### config.mk
export PLATFORM = sky130hd
export DESIGN_NAME = mandelbrot_escape_color_top
export DESIGN_NICKNAME = d
export VERILOG_FILES = /design/src/rtl/mec_pkg.sv /design/src/rtl/mec_core.sv /design/src/rtl/mandelbrot_escape_color_top.sv
export SDC_FILE = /design/constraint.sdc
export NUM_CORES = 2
export LEC_CHECK = 0
export BUFFER_PORTS_ARGS = -buffer_cell sky130_fd_sc_hd__buf_2
export CORE_AREA = 2 2 389 391
export CTS_CLUSTER_SIZE = 12
export DETAILED_ROUTE_END_ITERATION = 6
export DIE_AREA = 0 0 391 393
export GPL_TIMING_DRIVEN = 0
export PLACE_DENSITY = 0.47
export SYNTH_ARGS = -nofsm -noshare
export SYNTH_HDL_FRONTEND = slang
export SYNTH_SLANG_ARGS = --single-unit
### constraint.sdc
create_clock -name i_clk -period 31.6 [get_ports i_clk]
set_input_delay 1.58 -clock i_clk [delete_from_list [all_inputs] [get_ports i_clk]]
set_output_delay 1.58 -clock i_clk [all_outputs]
set_load 0.01 [all_outputs]
### src/rtl/mec_pkg.sv
`default_nettype none
// ----------------------------------------------------------------------------
// mec_pkg
// Shared types, constants and the color ramp lookup for the escape-time
// color block.
// ----------------------------------------------------------------------------
package mec_pkg;

    localparam int COORD_WIDTH_DEF = 32;
    localparam int FRAC_BITS_DEF   = 28;

    localparam int IN_WIDTH   = 31;
    localparam int COUNT_W    = 7;
    localparam int COLOR_BITS = 8;
    localparam int S_DATA_W   = 64;
    localparam int M_DATA_W   = 24;
    localparam int APB_ADDR_W = 3;
    localparam int APB_DATA_W = 32;

    localparam logic [COUNT_W-1:0]    COUNT_LIMIT  = 7'd100;
    localparam logic [COUNT_W-1:0]    COUNT_MID    = 7'd50;
    localparam logic [COUNT_W-1:0]    MAX_ITER_RST = 7'd100;
    localparam logic [COLOR_BITS-1:0] COLOR_MAX    = 8'hFF;

    // register index decoded from paddr[2]
    localparam logic REG_MAX_ITER = 1'b0;

    // round(255 * sin(pi*j/100)) for j = 0..50
    localparam logic [COLOR_BITS-1:0] HALF_SINE [0:50] = '{
          8'd0,   8'd8,  8'd16,  8'd24,  8'd32,  8'd40,  8'd48,  8'd56,  8'd63,  8'd71,
         8'd79,  8'd86,  8'd94, 8'd101, 8'd109, 8'd116, 8'd123, 8'd130, 8'd137, 8'd143,
        8'd150, 8'd156, 8'd163, 8'd169, 8'd175, 8'd180, 8'd186, 8'd191, 8'd196, 8'd201,
        8'd206, 8'd211, 8'd215, 8'd219, 8'd223, 8'd227, 8'd231, 8'd234, 8'd237, 8'd240,
        8'd243, 8'd245, 8'd247, 8'd249, 8'd250, 8'd252, 8'd253, 8'd254, 8'd254, 8'd255,
        8'd255
    };

    typedef enum logic [2:0] {
        ST_IDLE,
        ST_SQ_X,
        ST_SQ_Y,
        ST_CROSS,
        ST_UPDATE,
        ST_DONE
    } t_state;

    typedef struct packed {
        logic start;
        logic ack;
    } t_core_ctl;

    typedef struct packed {
        logic               idle;
        logic               done;
        logic [COUNT_W-1:0] count;
    } t_core_sts;

    function automatic logic [COLOR_BITS-1:0] sine_level(input logic [COUNT_W-1:0] j);
        logic [COUNT_W-1:0] k;
        logic [COUNT_W-1:0] m;
        k = (j > COUNT_LIMIT) ? COUNT_LIMIT : j;
        m = (k > COUNT_MID) ? COUNT_LIMIT - k : k;
        return HALF_SINE[m[5:0]];
    endfunction

endpackage
`default_nettype wire

### src/rtl/mec_core.sv
`default_nettype none
// ----------------------------------------------------------------------------
// mec_core
// Escape-time iteration engine: one shared multiplier forms x*x, y*y and
// x*y in turn under a small sequencer, then the adder stage updates z.
// ----------------------------------------------------------------------------
module mec_core #(
    parameter int COORD_WIDTH = mec_pkg::COORD_WIDTH_DEF,
    parameter int FRAC_BITS   = mec_pkg::FRAC_BITS_DEF
) (
    input  wire                                i_clk,
    input  wire                                i_rst_n,
    input  wire mec_pkg::t_core_ctl            i_ctl,
    input  wire        [mec_pkg::COUNT_W-1:0]  i_cap,
    input  wire signed [COORD_WIDTH-1:0]       i_cx,
    input  wire signed [COORD_WIDTH-1:0]       i_cy,
    output mec_pkg::t_core_sts                 o_sts
);
    import mec_pkg::*;

    localparam int PROD_W = 2 * COORD_WIDTH - FRAC_BITS;
    localparam int SUM_W  = PROD_W + 2;
    localparam logic [PROD_W:0] LIMIT = (PROD_W + 1)'(4) << FRAC_BITS;

    t_state r_state;
    t_state n_state;

    logic signed [COORD_WIDTH-1:0] r_x;
    logic signed [COORD_WIDTH-1:0] r_y;
    logic signed [COORD_WIDTH-1:0] r_cx;
    logic signed [COORD_WIDTH-1:0] r_cy;
    logic        [COUNT_W-1:0]     r_n;
    logic        [COUNT_W-1:0]     r_cap;
    logic        [PROD_W-1:0]      r_xx;
    logic        [PROD_W-1:0]      r_yy;
    logic signed [PROD_W:0]        r_xy;

    logic [COORD_WIDTH-1:0]   mag_x;
    logic [COORD_WIDTH-1:0]   mag_y;
    logic [COORD_WIDTH-1:0]   mul_a;
    logic [COORD_WIDTH-1:0]   mul_b;
    logic [2*COORD_WIDTH-1:0] mul_p;
    logic [PROD_W-1:0]        mul_q;
    logic                     xy_neg;
    logic [PROD_W:0]          mag_sum;
    logic                     escape;
    logic signed [SUM_W-1:0]  tx;
    logic signed [SUM_W-1:0]  ty;

    assign mag_x = r_x[COORD_WIDTH-1] ? COORD_WIDTH'(-r_x) : COORD_WIDTH'(r_x);
    assign mag_y = r_y[COORD_WIDTH-1] ? COORD_WIDTH'(-r_y) : COORD_WIDTH'(r_y);

    // shared multiplier operand select
    always_comb begin
        case (r_state)
            ST_SQ_X: begin
                mul_a = mag_x;
                mul_b = mag_x;
            end
            ST_SQ_Y: begin
                mul_a = mag_y;
                mul_b = mag_y;
            end
            default: begin
                mul_a = mag_x;
                mul_b = mag_y;
            end
        endcase
    end

    assign mul_p  = mul_a * mul_b;
    assign mul_q  = mul_p[2*COORD_WIDTH-1:FRAC_BITS];
    assign xy_neg = r_x[COORD_WIDTH-1] ^ r_y[COORD_WIDTH-1];

    assign mag_sum = {1'b0, r_xx} + {1'b0, r_yy};
    assign escape  = (mag_sum > LIMIT) || (r_n >= r_cap);

    assign tx = $signed({2'b00, r_xx}) - $signed({2'b00, r_yy}) + SUM_W'(r_cx);
    assign ty = (SUM_W'(r_xy) <<< 1) + SUM_W'(r_cy);

    always_ff @(posedge i_clk) begin
        if (!i_rst_n) begin
            r_state <= ST_IDLE;
        end else begin
            r_state <= n_state;
        end
    end

    always_comb begin
        n_state = r_state;
        o_sts.idle  = 1'b0;
        o_sts.done  = 1'b0;
        o_sts.count = r_n;
        unique case (r_state)
            ST_IDLE: begin
                o_sts.idle = 1'b1;
                if (i_ctl.start) begin
                    n_state = ST_SQ_X;
                end
            end
            ST_SQ_X: begin
                n_state = ST_SQ_Y;
            end
            ST_SQ_Y: begin
                n_state = ST_CROSS;
            end
            ST_CROSS: begin
                n_state = escape ? ST_DONE : ST_UPDATE;
            end
            ST_UPDATE: begin
                n_state = ST_SQ_X;
            end
            ST_DONE: begin
                o_sts.done = 1'b1;
                if (i_ctl.ack) begin
                    n_state = ST_IDLE;
                end
            end
            default: begin
                n_state = ST_IDLE;
            end
        endcase
    end

    always_ff @(posedge i_clk) begin
        case (r_state)
            ST_IDLE: begin
                if (i_ctl.start) begin
                    r_x   <= '0;
                    r_y   <= '0;
                    r_n   <= '0;
                    r_cx  <= i_cx;
                    r_cy  <= i_cy;
                    r_cap <= (i_cap > COUNT_LIMIT) ? COUNT_LIMIT : i_cap;
                end
            end
            ST_SQ_X: begin
                r_xx <= mul_q;
            end
            ST_SQ_Y: begin
                r_yy <= mul_q;
            end
            ST_CROSS: begin
                r_xy <= xy_neg ? -$signed({1'b0, mul_q}) : $signed({1'b0, mul_q});
            end
            ST_UPDATE: begin
                r_x <= COORD_WIDTH'(tx);
                r_y <= COORD_WIDTH'(ty);
                r_n <= r_n + 1'b1;
            end
            default: begin
            end
        endcase
    end

endmodule
`default_nettype wire

### src/rtl/mandelbrot_escape_color_top.sv
`default_nettype none
// ----------------------------------------------------------------------------
// mandelbrot_escape_color_top
// Escape-time iteration of one complex point with a red/green color ramp.
// ----------------------------------------------------------------------------
// One point is taken at a time. Each iteration of z = z*z + c steps
// through x*x, y*y and x*y on the single shared multiplier, then the
// update, and the escape count is capped at 100. The result sits in an
// output register, and the next point is taken as soon as the iteration
// engine has handed its result over.
module mandelbrot_escape_color_top #(
    parameter int COORD_WIDTH = mec_pkg::COORD_WIDTH_DEF,
    parameter int FRAC_BITS   = mec_pkg::FRAC_BITS_DEF
) (
    input  wire                               i_clk,
    input  wire                               i_rst_n,
    input  wire                               i_s_tvalid,
    output logic                              o_s_tready,
    // point_real [30:0], point_imag [61:31], zero [63:62]
    input  wire  [mec_pkg::S_DATA_W-1:0]      i_s_tdata,
    output logic                              o_m_tvalid,
    input  wire                               i_m_tready,
    // iteration_count [6:0], red_level [14:7], green_level [22:15], zero [23]
    output logic [mec_pkg::M_DATA_W-1:0]      o_m_tdata,
    input  wire                               psel,
    input  wire                               penable,
    input  wire                               pwrite,
    input  wire  [mec_pkg::APB_ADDR_W-1:0]    paddr,
    input  wire  [mec_pkg::APB_DATA_W-1:0]    pwdata,
    output logic [mec_pkg::APB_DATA_W-1:0]    prdata,
    output logic                              pready
);
    import mec_pkg::*;

    logic [COUNT_W-1:0]  r_max_iter;
    logic                r_m_valid;
    logic [M_DATA_W-1:0] r_m_data;

    t_core_ctl core_ctl;
    t_core_sts core_sts;

    logic signed [COORD_WIDTH-1:0] cx;
    logic signed [COORD_WIDTH-1:0] cy;
    logic                          load;
    logic [COLOR_BITS-1:0]         red;
    logic [COLOR_BITS-1:0]         green;

    // configuration register
    assign pready = 1'b1;
    always_ff @(posedge i_clk) begin
        if (!i_rst_n) begin
            r_max_iter <= MAX_ITER_RST;
        end else if (psel && penable && pwrite && paddr[2] == REG_MAX_ITER) begin
            r_max_iter <= pwdata[COUNT_W-1:0];
        end
    end
    assign prdata = (paddr[2] == REG_MAX_ITER) ? APB_DATA_W'(r_max_iter) : '0;

    // input request
    assign o_s_tready = core_sts.idle;
    assign core_ctl   = '{start: i_s_tvalid && core_sts.idle, ack: load};
    assign cx = COORD_WIDTH'($signed(i_s_tdata[IN_WIDTH-1:0]));
    assign cy = COORD_WIDTH'($signed(i_s_tdata[2*IN_WIDTH-1:IN_WIDTH]));

    mec_core #(
        .COORD_WIDTH (COORD_WIDTH),
        .FRAC_BITS   (FRAC_BITS)
    ) u_core (
        .i_clk   (i_clk),
        .i_rst_n (i_rst_n),
        .i_ctl   (core_ctl),
        .i_cap   (r_max_iter),
        .i_cx    (cx),
        .i_cy    (cy),
        .o_sts   (core_sts)
    );

    // color ramp
    assign green = sine_level(core_sts.count);
    assign red   = (core_sts.count <= COUNT_MID) ? COLOR_MAX
                 : COLOR_MAX - sine_level(core_sts.count - COUNT_MID);

    // output register
    assign load = core_sts.done && (!r_m_valid || i_m_tready);
    always_ff @(posedge i_clk) begin
        if (!i_rst_n) begin
            r_m_valid <= 1'b0;
        end else if (load) begin
            r_m_valid <= 1'b1;
        end else if (i_m_tready) begin
            r_m_valid <= 1'b0;
        end
    end

    always_ff @(posedge i_clk) begin
        if (load) begin
            r_m_data <= {1'b0, green, red, core_sts.count};
        end
    end

    assign o_m_tvalid = r_m_valid;
    assign o_m_tdata  = r_m_data;

endmodule
`default_nettype wire

==> impl_metrics.json <==
{
  "outcome": "finished with violations",
  "violations": "capacitance limit, slew limit",
  "maxCapViolations": 2,
  "path_class": "flop to flop",
  "dr.first_iter.drc_count": 3826,
  "cts_buffer_depth": 3,
  "cts_root_buffer": "clkbuf_16",
  "chipWidth_um": 391,
  "gr-usage-met3_pct": 3.34,
  "post-cts-setup-buffers": 0,
  "period_share_pct": 46.9,
  "slew_violations": 2,
  "crit_path_start_kind": "flop",
  "dp_slack_ns": 17.02,
  "cp-end-kind": "flop",
  "grt_usage_pct": 25.2,
  "ios": 165,
  "path_clk_slew_ns": 0.06,
  "avgRoutedWirePerCell_um": 24.4,
  "synthArstFlopShare_pct": 0,
  "cpPeakStageDelay_ns": 1.08,
  "antenna_found_initial": 5,
  "stdcell_count": 7866,
  "grt_pass1_wl_mm": 282,
  "required_ns": 31.91,
  "yosysWarnings": 0,
  "critPathMostFrequentCell": "fa_1",
  "max_slew.worst_pin.slew_ns": 1.50,
  "die-height_um": 393,
  "crit_buf_inv": 5,
  "cpLargestDelayFamily": "simple AND/OR/NAND/NOR gates",
  "io_buffer_count": 108,
  "synthFlopType": "edfxtp_1",
  "ys_types": 95,
  "avgSynthCellArea_um2": 9.08,
  "synthAdderAreaFrac_pct": 45.8,
  "syn_inst": 5721,
  "synth_seq_cells": 277,
  "worstHoldPathType": "flop to flop",
  "setup_tns_ns": 0,
  "grt_util_met1_pct": 35.4,
  "h-tree-depth": 1,
  "synth_compound_area_share_pct": 7.67,
  "cts-resized-gates": 0,
  "finalHoldViolCount": 0,
  "rsz0062_at_grt": "no",
  "final_layout_size_suffix_gt1_share_pct": 5.34,
  "syn_to_final_growth_pct": 8.32,
  "drcViolationCount": 0,
  "postCtsHoldBufs": 0,
  "dr.pass1.iters": 7,
  "cts_buffers": 30,
  "top_usage_layer": "met2",
  "multi_input_area_um2": 38600,
  "regArea_um2": 8210,
  "clk_latency_ns": 0.59,
  "synth-edff-count": 266,
  "crit_arrival_ns": 15.12,
  "grtUsageMet2_pct": 40.7,
  "grt_max_degree": 60,
  "synthSimpleGateAreaFrac_pct": 15.0,
  "setup_viol": 0,
  "post-place-cells": 7814,
  "cts_tree": "done",
  "num_rows": 142,
  "slew_headroom_pct": -2.63,
  "cp_slowest_cell": "mux2i_1",
  "layout_commonest_cell": "inv_1",
  "place_congestion": 1.00,
  "start_util_pct": 34.8,
  "skew_ns": 0.0148,
  "antenna_left": 0,
  "num_vias": 40657,
  "synth_area_um2": 52000,
  "synth_top_family_by_area": "adder cells",
  "clock_sinks": 277,
  "fill_cells": 15527,
  "final_cell_mix": "inv_1 (1,123), fa_1 (928), nand2_1 (732)",
  "vias_per_cell": 5.17,
  "first_global_vias": 41437,
  "core_um2": 149000,
  "totalWireLength_mm": 192,
  "synth_xor_area_share_pct": 3.12,
  "dieArea_um2": 154000,
  "synthMuxAreaShare_pct": 2.31,
  "worst_slack_ns": 16.79,
  "dp_hpwl_mm": 164,
  "yosysSeqAreaShare_pct": 15.8,
  "fmax_ghz": 0.0675,
  "grt-ovfl-total": 0,
  "crit_fanout": 10,
  "nets": 7352,
  "fin_crit_ns": 14.81
}
-- kinds of logic (layout without fill, tap and decap cells) --
kind of cell,after synthesis,after routing
buffers and inverters,1385,1560
AOI/OAI and AO/OA,620,620
xor gates and xnor gates,185,185
and+or+nand+nor,1796,1796
other,2,28
DFF,277,277
muxes,112,112
adders and majority gates,1344,1344
-- worst reg2reg max path, delay by kind of cell, from the launching register on --
kind / cells / cell delay (ns)
AND/OR/NAND/NOR: 14 / 5.11
adder cells (fa/ha/maj): 9 / 4.76
AO/OA/AOI/OAI: 4 / 1.46
multiplexers: 1 / 1.09
buffers and inverters: 5 / 1.04
XOR/XNOR: 3 / 0.64
flip-flops: 1 / 0.44
-- metal layers --
metal	part of all wire [%]	vias to the layer above	wire length [um]
li1	-	18203	-
met1	44	20794	84200
met2	46	1408	87600
met3	7.4	252	14100
met4	3.1	0	6040
met5	0	-	0
-- cells in the mapped netlist, types with 8 or more instances --
master	instances	area, um^2
nand2_1	732	2750
ha_1	416	5200
nand2b_1	39	244
nor2b_1	40	250
nand3_1	43	215
fa_1	928	18600
or4_1	14	105
buf_2	10	50.1
nor4_1	27	169
and2_1	35	219
a211oi_1	22	165
nand4_1	19	119
nand4b_1	8	70.1
and3_1	26	163
mux2_2	43	484
or2_2	14	87.6
dfxtp_1	11	220
o41ai_1	11	96.3
o21a_1	26	195
a21oi_1	171	856
nor3b_1	10	75.1
xnor2_1	83	727
inv_1	1123	4220
o31ai_1	38	285
a31oi_1	33	206
xor2_1	102	893
o211ai_1	13	97.6
nor3_1	53	265
a21o_1	49	368
or3_1	26	163
edfxtp_1	266	7990
buf_4	30	225
nor2_1	674	2530
o21bai_1	18	135
clkbuf_1	210	788
o21ai_0	142	711
mux2i_1	67	671
-- area by class of cell --
type	count	share of cell area, %
clock buffer	40	1.49
clock inverter	11	0.145
multi-input combinational	4084	68.5
inverter	1125	7.53
buffer	260	2.01
antenna	1	0.00445
timing repair buffer	124	1.42
tap	1944	4.32
sequential	277	14.6
-- worst paths after layout --
path	from	cells after the start	slack [ns]	to
hold / removal	r_max_iter[2]	2	0.53	r_max_iter[2]
setup / recovery	u_core.r_x[2]	36	16.79	u_core.r_xy[30]
setup reg to reg	u_core.r_x[2]	36	16.79	u_core.r_xy[30]
hold reg to reg	r_max_iter[2]	2	0.53	r_max_iter[2]
-- flip-flops by register name, summed over array words and instances (netlist names) --
name,flops
u_core.r_n,7
u_core.r_xx,36
u_core.r_yy,36
u_core.r_cy,31
o_m_tdata,23
u_core.r_cx,31
u_core.r_y,32
u_core.r_x,32
o_m_tvalid,1
u_core.r_xy,31
u_core.r_state,3
r_max_iter,7
u_core.r_cap,7
-- per-stage QoR --
| stage | hold slack [ns] | utilization [%] | cell area, um^2 |
|---|---|---|---|
| CTS | 0.531 | 37.7 | 56300 |
| global route | 0.553 | 37.7 | 56300 |
| finish | 0.529 | 37.7 | 56300 |
| floorplan | 0.455 | - | 52100 |
| global placement | 0.513 | 36.9 | 55000 |
| detailed placement | 0.514 | 37.1 | 55400 |
Power is not shown: default switching activity piles up to over one toggle a cycle in this logic, so the estimate is an artifact.
